### src/rtl/core/icmp_nat_translation_table_top_macros.svh
// Assertion helpers for the ICMP NAT table, clocked on clk, held off in reset.
`ifndef ICMP_NAT_TRANSLATION_TABLE_TOP_MACROS_SVH
`define ICMP_NAT_TRANSLATION_TABLE_TOP_MACROS_SVH

// Property that holds on every cycle out of reset.
`define NAT_ASSERT(lbl, cond, msg) \
  lbl: assert property (@(posedge clk) disable iff (!rst_n) (cond)) else $error(msg);

// Trigger in one cycle implies the outcome in the next.
`define NAT_ASSERT_NEXT(lbl, pre, post, msg) \
  lbl: assert property (@(posedge clk) disable iff (!rst_n) (pre) |=> (post)) else $error(msg);

`endif

### src/rtl/core/icmp_nat_pkg.sv
package icmp_nat_pkg;

  localparam int TABLE_ENTRIES_DEF = 32;
  localparam int ADDR_W            = 32;
  localparam int IDENT_W           = 16;
  localparam int CSUM_W            = 16;

  // action codes
  localparam logic ACT_SNAT = 1'b0;
  localparam logic ACT_DNAT = 1'b1;

  typedef struct packed {
    logic               action;
    logic [IDENT_W-1:0] icmp_ident;
    logic [ADDR_W-1:0]  src_addr;
    logic [ADDR_W-1:0]  dst_addr;
    logic [CSUM_W-1:0]  hdr_checksum;
  } in_item_t;

  typedef struct packed {
    logic [ADDR_W-1:0] out_src_addr;
    logic [ADDR_W-1:0] out_dst_addr;
    logic [CSUM_W-1:0] out_checksum;
    logic              translated;
  } out_item_t;

  // lookup token passed cell to cell
  typedef struct packed {
    logic              vld;
    logic              hit;
    logic [ADDR_W-1:0] addr;
  } tok_t;

endpackage

### src/rtl/core/icmp_nat_cell.sv
module icmp_nat_cell (
  input  logic                                clk,
  input  logic                                rst_n,
  input  logic                                wr_en,
  input  logic [icmp_nat_pkg::IDENT_W-1:0]    wr_ident,
  input  logic [icmp_nat_pkg::ADDR_W-1:0]     wr_addr,
  input  logic [icmp_nat_pkg::IDENT_W-1:0]    key,
  input  icmp_nat_pkg::tok_t                  tok_in,
  output icmp_nat_pkg::tok_t                  tok_out
);
  import icmp_nat_pkg::*;

  logic               valid_r;
  logic [IDENT_W-1:0] ident_r;
  logic [ADDR_W-1:0]  addr_r;
  logic               tok_vld_r, tok_hit_r;
  logic [ADDR_W-1:0]  tok_addr_r;
  logic               match;

  // first match along the chain wins
  assign match = tok_in.vld && !tok_in.hit && valid_r && (ident_r == key);

  always_ff @(posedge clk) begin
    if (!rst_n) begin
      valid_r   <= 1'b0;
      tok_vld_r <= 1'b0;
      tok_hit_r <= 1'b0;
    end else begin
      if (wr_en) begin
        valid_r <= 1'b1;
      end
      tok_vld_r <= tok_in.vld;
      tok_hit_r <= tok_in.hit || match;
    end
  end

  always_ff @(posedge clk) begin
    if (wr_en) begin
      ident_r <= wr_ident;
      addr_r  <= wr_addr;
    end
    tok_addr_r <= match ? addr_r : tok_in.addr;
  end

  assign tok_out = '{vld: tok_vld_r, hit: tok_hit_r, addr: tok_addr_r};

endmodule

### src/rtl/core/icmp_nat_csum.sv
module icmp_nat_csum (
  input  logic [icmp_nat_pkg::CSUM_W-1:0] hc,
  input  logic [icmp_nat_pkg::ADDR_W-1:0] old_addr,
  input  logic [icmp_nat_pkg::ADDR_W-1:0] new_addr,
  output logic [icmp_nat_pkg::CSUM_W-1:0] csum
);
  import icmp_nat_pkg::*;

  // five 16-bit terms fit in 19 bits
  localparam int SUM_W = CSUM_W + 3;

  logic [CSUM_W-1:0] n_hc, n_hi, n_lo;
  logic [SUM_W-1:0]  sum0;
  logic [CSUM_W:0]   sum1;
  logic [CSUM_W-1:0] sum2;

  // HC' = ~(~HC + ~m + m'), one's complement
  // inversions are kept at 16 bits before widening
  always_comb begin
    n_hc = ~hc;
    n_hi = ~old_addr[ADDR_W-1:CSUM_W];
    n_lo = ~old_addr[CSUM_W-1:0];
    sum0 = SUM_W'(n_hc)
         + SUM_W'(n_hi)
         + SUM_W'(n_lo)
         + SUM_W'(new_addr[ADDR_W-1:CSUM_W])
         + SUM_W'(new_addr[CSUM_W-1:0]);
    sum1 = (CSUM_W+1)'(sum0[CSUM_W-1:0]) + (CSUM_W+1)'(sum0[SUM_W-1:CSUM_W]);
    sum2 = sum1[CSUM_W-1:0] + CSUM_W'(sum1[CSUM_W]);
    csum = ~sum2;
  end

endmodule

### src/rtl/core/icmp_nat_translation_table_top.sv
// ICMP identifier NAT table. One IPv4 ICMP header summary is taken per
// transfer on the in_ channel and one rewritten header leaves per transfer on
// the out_ channel. An outbound item (action 0) stores its identifier and
// source address in the next slot of a ring of TABLE_ENTRIES slots (the
// oldest slot is overwritten once the ring is full) and gets cfg_wdata's
// public address as its new source. An inbound item (action 1) looks up its
// identifier among the valid slots; the lowest-numbered match supplies the new
// destination, and on a miss the header passes unchanged with translated low.
// The checksum is updated incrementally (RFC 1624), so an unchanged address
// still turns a checksum of 0xFFFF into 0x0000. The table is a row of cells,
// one slot per cell, and a lookup token walks the row one cell per clock.
// Items are handled one at a time: the next item is taken only once the last
// result has moved into the output register; an inbound item first waits for
// the token to walk the whole cell row, and a stalled output holds the block
// busy. Write public_addr only while the block is idle.
`include "icmp_nat_translation_table_top_macros.svh"

module icmp_nat_translation_table_top #(
  parameter int TABLE_ENTRIES = icmp_nat_pkg::TABLE_ENTRIES_DEF
) (
  input  logic                            clk,
  input  logic                            rst_n,
  input  logic                            in_valid,
  output logic                            in_stall,
  input  icmp_nat_pkg::in_item_t          in_data,
  output logic                            out_valid,
  input  logic                            out_stall,
  output icmp_nat_pkg::out_item_t         out_data,
  input  logic                            cfg_we,
  input  logic [icmp_nat_pkg::ADDR_W-1:0] cfg_wdata
);
  import icmp_nat_pkg::*;

  localparam int PTR_W = (TABLE_ENTRIES > 1) ? $clog2(TABLE_ENTRIES) : 1;

  // control
  logic              busy_r;     // an item is in flight
  logic              pend_r;     // result ready for the output register
  logic              start_r;    // inject lookup token into the row
  logic [PTR_W-1:0]  wr_ptr_r, wr_ptr_nxt;
  logic              out_valid_r;

  // payload
  logic [ADDR_W-1:0] public_addr_r;
  in_item_t          item_r;
  logic              hit_r;
  logic [ADDR_W-1:0] res_addr_r;
  out_item_t         out_r;

  logic              in_xfer, out_load, snat_go, tok_done;
  logic [CSUM_W-1:0] new_csum;
  logic [ADDR_W-1:0] old_addr;
  tok_t              tok_w [0:TABLE_ENTRIES];

  assign in_stall = busy_r;
  assign in_xfer  = in_valid && !busy_r;
  assign snat_go  = in_xfer && (in_data.action == ACT_SNAT);
  assign tok_done = tok_w[TABLE_ENTRIES].vld;
  // result moves out once the output register is free or being emptied
  assign out_load = pend_r && (!out_valid_r || !out_stall);

  assign wr_ptr_nxt = (wr_ptr_r == PTR_W'(TABLE_ENTRIES - 1)) ? '0 : wr_ptr_r + 1'b1;

  // -------------------------------------------------------------------------
  // Cell row: token enters cell 0 the cycle after the inbound transfer so the
  // key is already registered; each cell keeps the first hit it sees.
  // -------------------------------------------------------------------------
  assign tok_w[0] = '{vld: start_r, hit: 1'b0, addr: '0};

  for (genvar i = 0; i < TABLE_ENTRIES; i++) begin : g_cell
    icmp_nat_cell u_cell (
      .clk      (clk),
      .rst_n    (rst_n),
      .wr_en    (snat_go && (wr_ptr_r == PTR_W'(i))),
      .wr_ident (in_data.icmp_ident),
      .wr_addr  (in_data.src_addr),
      .key      (item_r.icmp_ident),
      .tok_in   (tok_w[i]),
      .tok_out  (tok_w[i+1])
    );
  end

  always_ff @(posedge clk) begin
    if (!rst_n) begin
      busy_r        <= 1'b0;
      pend_r        <= 1'b0;
      start_r       <= 1'b0;
      wr_ptr_r      <= '0;
      out_valid_r   <= 1'b0;
      public_addr_r <= '0;
    end else begin
      if (cfg_we) begin
        public_addr_r <= cfg_wdata;
      end
      start_r <= in_xfer && (in_data.action == ACT_DNAT);
      if (snat_go) begin
        wr_ptr_r <= wr_ptr_nxt;
      end
      if (in_xfer) begin
        busy_r <= 1'b1;
      end else if (out_load) begin
        busy_r <= 1'b0;
      end
      if (snat_go || tok_done) begin
        pend_r <= 1'b1;
      end else if (out_load) begin
        pend_r <= 1'b0;
      end
      if (out_load) begin
        out_valid_r <= 1'b1;
      end else if (!out_stall) begin
        out_valid_r <= 1'b0;
      end
    end
  end

  always_ff @(posedge clk) begin
    if (in_xfer) begin
      item_r <= in_data;
    end
    if (snat_go) begin
      hit_r      <= 1'b1;
      res_addr_r <= public_addr_r;
    end else if (tok_done) begin
      hit_r      <= tok_w[TABLE_ENTRIES].hit;
      res_addr_r <= tok_w[TABLE_ENTRIES].addr;
    end
    if (out_load) begin
      out_r.out_src_addr <= (item_r.action == ACT_SNAT) ? res_addr_r : item_r.src_addr;
      out_r.out_dst_addr <= (item_r.action == ACT_DNAT && hit_r) ? res_addr_r
                                                                  : item_r.dst_addr;
      out_r.out_checksum <= hit_r ? new_csum : item_r.hdr_checksum;
      out_r.translated   <= hit_r;
    end
  end

  // checksum of the address that changes
  assign old_addr = (item_r.action == ACT_SNAT) ? item_r.src_addr : item_r.dst_addr;

  icmp_nat_csum u_csum (
    .hc       (item_r.hdr_checksum),
    .old_addr (old_addr),
    .new_addr (res_addr_r),
    .csum     (new_csum)
  );

  assign out_valid = out_valid_r;
  assign out_data  = out_r;

  `NAT_ASSERT(a_pend_busy, !pend_r || busy_r, "result pending with no item in flight")
  `NAT_ASSERT(a_tok_busy, !tok_done || (busy_r && !pend_r), "lookup token outside a search")
  `NAT_ASSERT_NEXT(a_load_out, out_load, out_valid_r && !busy_r, "result load lost")
  `NAT_ASSERT_NEXT(a_snat_pend, snat_go, pend_r && hit_r, "outbound item not finished")

endmodule
### config.mk
export PLATFORM = sky130hd
export DESIGN_NAME = icmp_nat_translation_table_top
export DESIGN_NICKNAME = d
export VERILOG_FILES = /design/src/rtl/core/icmp_nat_pkg.sv /design/src/rtl/core/icmp_nat_cell.sv /design/src/rtl/core/icmp_nat_csum.sv /design/src/rtl/core/icmp_nat_translation_table_top.sv
export VERILOG_INCLUDE_DIRS = /design/src /design/src/rtl/core
export SDC_FILE = /design/constraint.sdc
export NUM_CORES = 2
export LEC_CHECK = 0
export BUFFER_PORTS_ARGS = -buffer_cell sky130_fd_sc_hd__buf_2
export CAP_MARGIN = 40
export CORE_MARGIN = 2
export CORE_UTILIZATION = 35
export DETAILED_ROUTE_END_ITERATION = 10
export PLACE_DENSITY = 0.54
export SYNTH_ARGS = -nofsm -noshare
export SYNTH_HDL_FRONTEND = slang
export SYNTH_HIERARCHICAL = 1
export SYNTH_SLANG_ARGS = --single-unit
### constraint.sdc
create_clock -name clk -period 10.4 [get_ports clk]
set_input_delay 1.56 -clock clk [delete_from_list [all_inputs] [get_ports clk]]
set_output_delay 1.56 -clock clk [all_outputs]
set_load 0.02 [all_outputs]
== After elaboration in Yosys (flattened, before gate mapping) ==
Cells that the tools add are included.
Widths: inputs -> output; s select.
Operators by class
  add/subtract/negate cells: 7
  equal/unequal tests: 64
  multiplexer cells: 43
  bitwise logic cells: 5
  reductions and logical operators: 203
Operators by type and width (count)
  $mux 32: 36
  $eq 16x16->1: 32
  $logic_and 1x1->1: 132
  $eq 5x5->1 const B: 16
  $not 16->16: 4
  $add 19x16->19: 3
  $eq 5x4->1 const B: 8
  $logic_not 1->1: 34
  $logic_or 1x1->1: 33
  $eq 5x3->1 const B: 4
  $add 16x16->17: 1
  $add 16x3->17: 1
  $add 16x1->16: 1
  $mux 16: 1
  $eq 5x2->1 const B: 2
  $reduce_bool 2->1: 3
  $add 5x1->5 const B: 1
  $eq 5x1->1 const B: 1
  $logic_not 5->1: 1
  $mux 1: 5
  $mux 5: 1
  $ne 2x1->1 const B: 1
  $not 1->1: 1
Word-level totals
  register bits after elaboration: 2908
  input port bits: 134
  output and inout bits: 83
  logic and storage cells: 531

== Logic depth before layout (Yosys ltp) ==
  depth after elaboration: 10
  gate-level depth with buffers: 34
  mapped depth without buffers: 34

== By module ==
The synthesis kept the hierarchy.
Modules (own cells, without submodules)
  icmp_nat_cell: times used 32, cells an instance 146, area an instance 2772.7 um2, seq. area each 2142.1 um2
  icmp_nat_translation_table_top: times used 1, cells an instance 648, area an instance 9838.2 um2, seq. area each 7146.9 um2
  icmp_nat_csum: times used 1, cells an instance 351, area an instance 2957.8 um2, seq. area each 0.0 um2

== Worst setup path before layout ==
No wires, ideal clock.
  path type: input to register
  start point: input port out_stall
  end point: register busy_r (netlist: in_stall)
  setup time: 402 ps
  arrival: 7861 ps
  data required time: 9998 ps
  slack: 2138 ps
  stages on the path: 2
  path buffers: 0
  cells stage by stage: a21boi_0 > a211oi_1
Between the ends
  word-level cells in the longest chain between the ends: 4
RTL lines
  from (decl): RTL line icmp_nat_translation_table_top.sv:27  | input logic out_stall,
  $logic_not 1->1
  $logic_or 1x1->1: RTL line icmp_nat_translation_table_top.sv:60  | assign out_load = pend_r && (!out_valid_r || !out_stall);
  $logic_and 1x1->1: RTL line icmp_nat_translation_table_top.sv:60
  $reduce_bool 2->1 (no source line)
  to (signal assigned): RTL line icmp_nat_translation_table_top.sv:85  | busy_r <= 1'b0;
  to (signal assigned): RTL line icmp_nat_translation_table_top.sv:100  | busy_r <= 1'b1;
  to (signal assigned): RTL line icmp_nat_translation_table_top.sv:102  | busy_r <= 1'b0;
  to (decl): RTL line icmp_nat_translation_table_top.sv:37  | logic busy_r;
No other way between the ends.
A chain may end at the register's enable or synchronous reset.

== Worst setup path in the final report ==
  start point: register item_r[96] (netlist bit)
  end point: register out_r, in the netlist out_data[16] (data pin)
Between the ends
  word-level cells in the longest chain between the ends: 10
  elaborated cells on any way between the ends: 11
RTL lines
  from (decl): RTL line icmp_nat_translation_table_top.sv:45  | in_item_t item_r;
  from (signal assigned): RTL line icmp_nat_translation_table_top.sv:119  | item_r <= in_data;
  $mux 32: RTL line icmp_nat_translation_table_top.sv:138  | assign old_addr = (item_r.action == ACT_SNAT) ? item_r.src_addr : item_r.dst_addr;
  net old_addr[17]: RTL line icmp_nat_translation_table_top.sv:52  | logic [ADDR_W-1:0] old_addr;
  $not 16->16: RTL line icmp_nat_csum.sv:21  | n_hi = ~old_addr[ADDR_W-1:CSUM_W];
  $add 16x16->17: RTL line icmp_nat_csum.sv:24  | + SUM_W'(n_hi)
  $add 19x16->19: RTL line icmp_nat_csum.sv:25  | + SUM_W'(n_lo)
  $add 19x16->19: RTL line icmp_nat_csum.sv:26  | + SUM_W'(new_addr[ADDR_W-1:CSUM_W])
  $add 19x16->19: RTL line icmp_nat_csum.sv:27  | + SUM_W'(new_addr[CSUM_W-1:0]);
  $add 16x3->17: RTL line icmp_nat_csum.sv:28  | sum1 = (CSUM_W+1)'(sum0[CSUM_W-1:0]) + (CSUM_W+1)'(sum0[SUM_W-1:CSUM_W]);
  $add 16x1->16: RTL line icmp_nat_csum.sv:29  | sum2 = sum1[CSUM_W-1:0] + CSUM_W'(sum1[CSUM_W]);
  $not 16->16: RTL line icmp_nat_csum.sv:30  | csum = ~sum2;
  net new_csum[15]: RTL line icmp_nat_translation_table_top.sv:51  | logic [CSUM_W-1:0] new_csum;
  $mux 16: RTL line icmp_nat_translation_table_top.sv:132  | out_r.out_checksum <= hit_r ? new_csum : item_r.hdr_checksum;
  to (decl): RTL line icmp_nat_translation_table_top.sv:48  | out_item_t out_r;
The timed path passes the listed nets, and every way through them passes these cells.

==> flow_summary.yaml <==
cts:
  cts_tree: "built"
  htreeDepth: 5
  cts-buffers-inserted: 307
  insertion_delay_ps: 870
  postCtsSetupBuffers: 0
  cts-hold-fix-buffers: 0
  post_cts_resized: 0
  cts.clk_slew.worst_paths_ps: 60
  cts_root_buf: "clkbuf_16"
  clock_sinks: 2908
  cts_buffer_depth: 4
timing:
  fmaxAchievable_mhz: 109
  skew_ps: 78.6
  tightestPinTransition_ps: 906
  grt_setup_unrepaired: "no"
  min_period_over_period_pct: 88.3
  setup_violations: 0
  slew_viol_final: 0
  hold_viol: 0
  slew_headroom_pct: 39.6
  hold-worst-slack_ps: 420
  period_minus_slack_ps: 9180
  tns_ps: 0
placement:
  numPortBuffers: 216
  post-dp-hpwl_mm: 130
  gp_congestion: 0.774
  dp.cells: 9627
  placed_area_um2: 107000
logic_synthesis:
  synth.avg_cell_area_um2: 17.9
  synth_cell_types: 69
  netlist_instances: 5671
  synth-main-ff-cell: "edfxtp_1"
  synth.largest_area_cell: "edfxtp_1"
  netlist_area_um2: 102000
  synthTopCellsByArea: "edfxtp_1 52%, dfxtp_1 23%, mux2_2 12%"
  synth_seq_cells: 2908
  yosys_warnings: 6
  async_flop_share_pct: 0
  yosysTopAreaCellShare_pct: 51.6
  seq_area_frac_synth_pct: 74.6
  synth_enable_flop_cells: 1746
worst_setup_path:
  slowest_stage: "fa_1"
  worst-endpoint-arrival_ps: 9740
  crit_family: "compound AO/OA/AOI/OAI gates"
  path_common_cell: "fa_1"
  start_kind: "flop"
  path_class: "reg -> reg"
  cp_num_buf_inv: 2
  critical_path.max_fanout: 10
  max_stage_delay_ps: 500
  required_ps: 10950
  end_kind: "flop"
power_and_ir_drop:
  p_per_area_nw_per_um2: 215
  p_leak_uw: 0.0404
  pwr-share-seq_pct: 50.0
  clockPowerShare_pct: 42.3
  switchingPower_uw: 5570
  swShare_pct: 22.0
  p_comb_share_pct: 7.7
  p_int_uw: 19700
  max-vdd-ir-drop_uv: 121
  total_power_uw: 25300
layout:
  final_common_cell: "edfxtp_1"
  nets: 6367
  syn_to_final_growth_pct: 15.5
  drive_above_1_share_pct: 31.0
  regArea_um2: 75700
  postLayoutCellArea_um2: 117000
  instances_no_fill: 10200
  mostFrequentLayoutCells: "1746 x edfxtp_1, 1162 x dfxtp_1, 1073 x mux2_2"
  nFillCells: 25900
  multi_input_area_um2: 24100
floorplan:
  placementRows: 197
  chipHeight_um: 543
  top_level_ports: 217
  fp.dieW_um: 543
  start_util_pct: 35.2
  coreArea_um2: 288000
  die-area_um2: 294000
global_route:
  track_usage_pct: 14.2
  antenna_found_initial: 25
  grt_pass1_wl_mm: 317
  grt_pass1_vias: 48500
  overflow: 0
  grt_max_degree: 59
run:
  drv_cap: 0
drt:
  first_iter_violations: 3051
  vias_per_cell: 4.59
  avgRoutedWirePerCell_um: 20.8
  first_pass_iters: 5
  dr_total_vias: 46700
  final_antenna_net_count: 0
  remaining_drc_errors: 0
  drt_wl_total_mm: 212
hold_path:
  hold_class: "reg -> reg"
outcome:
  status: "finished clean"
routing by layer:
layer,wire [µm],GRT usage (%),up-vias
met5,0,0,-
met4,4920,3.86,0
met3,9920,2.15,341
met2,97600,23.0,977
met1,99200,19.9,23800
li1,-,-,21600
stage by stage:
| stage | setup WS [ps] | utilization [%] |
|---|---|---|
| after global routing | 471 | 40.7 |
| after global placement | 1060 | 37.0 |
| after floorplan | 2140 | - |
| after CTS | 1020 | 40.7 |
| final | 1220 | 40.7 |
| after detailed placement | 1040 | 37.2 |
path summary, 6_finish.rpt:
path	startpoint	cells past startpoint	to	slack, ps
worst max register to register	item_r[96]	32	out_data[16]	1220
worst min register to register	g_cell[11].u_cell/tok_addr_r[26]	1	g_cell[12].u_cell/tok_addr_r[26]	420
worst min-delay path	g_cell[11].u_cell/tok_addr_r[26]	1	g_cell[12].u_cell/tok_addr_r[26]	420
worst max-delay path	item_r[96]	32	out_data[16]	1220
power groups by stage:
stage	Combinational, µW	Sequential (µW)	Clock [µW]
2_1_floorplan	1280	12900	0
3_3_place_gp	1910	12900	0
3_5_place_dp	1940	12900	0
4_1_cts	1960	12600	11000
5_1_grt	2140	12600	11500
6_report	1930	12600	10700
cell usage after synthesis, drive strengths merged, types with 4 or more instances:
master,number
fa,48
or4,35
nor3,9
nor2b,7
dfxtp,1162
o21a,68
o21ai,13
nand4,102
nor4,34
and2,36
buf,183
clkbuf,14
nand2,147
mux2i,33
a31oi,4
xnor2,505
edfxtp,1746
a211oi,6
xor2,42
and3,6
mux2,1137
nand2b,4
nand3,49
inv,103
a21o,8
or2,4
nor2,77
ha,30
a21oi,15
flip-flops by register name, indices dropped and copies added (netlist names):
signal / cells
out_valid: 1
in_stall: 1
g_cell.u_cell/tok_vld_r: 32
res_addr_r: 32
g_cell.u_cell/addr_r: 1024
public_addr_r: 32
g_cell.u_cell/tok_hit_r: 32
g_cell.u_cell/valid_r: 32
pend_r: 1
start_r: 1
g_cell.u_cell/ident_r: 512
g_cell.u_cell/tok_addr_r: 1024
item_r: 97
out_data: 81
wr_ptr_r: 5
hit_r: 1
layout make-up:
class / count / share of cell area (%)
clock inverters: 112 / 1.01
well taps: 3781 / 4.03
multi-input cells: 2496 / 20.5
clock buffers: 440 / 7.48
inverters: 103 / 0.330
diodes: 4 / 0.00854
repair buffers: 339 / 2.04
flip-flops and latches: 2908 / 64.6
kinds of logic after synthesis:
| logic type | after synthesis | synth area share [%] |
|---|---|---|
| other | 1 | 0.00369 |
| and+or+nand+nor | 525 | 3.28 |
| muxes | 1170 | 12.9 |
| AOI/OAI and AO/OA | 140 | 1.04 |
| DFF | 2908 | 74.6 |
| buffers and inverters | 300 | 2.10 |
| xor gates and xnor gates | 549 | 4.77 |
| adders and majority gates | 78 | 1.32 |
worst reg2reg max path, delay by kind of cell (launching register included):
family	cells	cell delay, ps
adders and majority gates	6	2280
buffers and inverters	2	300
muxes	2	630
AOI/OAI and AO/OA	12	3270
DFF	1	390
xor gates and xnor gates	2	250
and+or+nand+nor	8	1800
No activity file was read; power rests on OpenSTA's default activity.
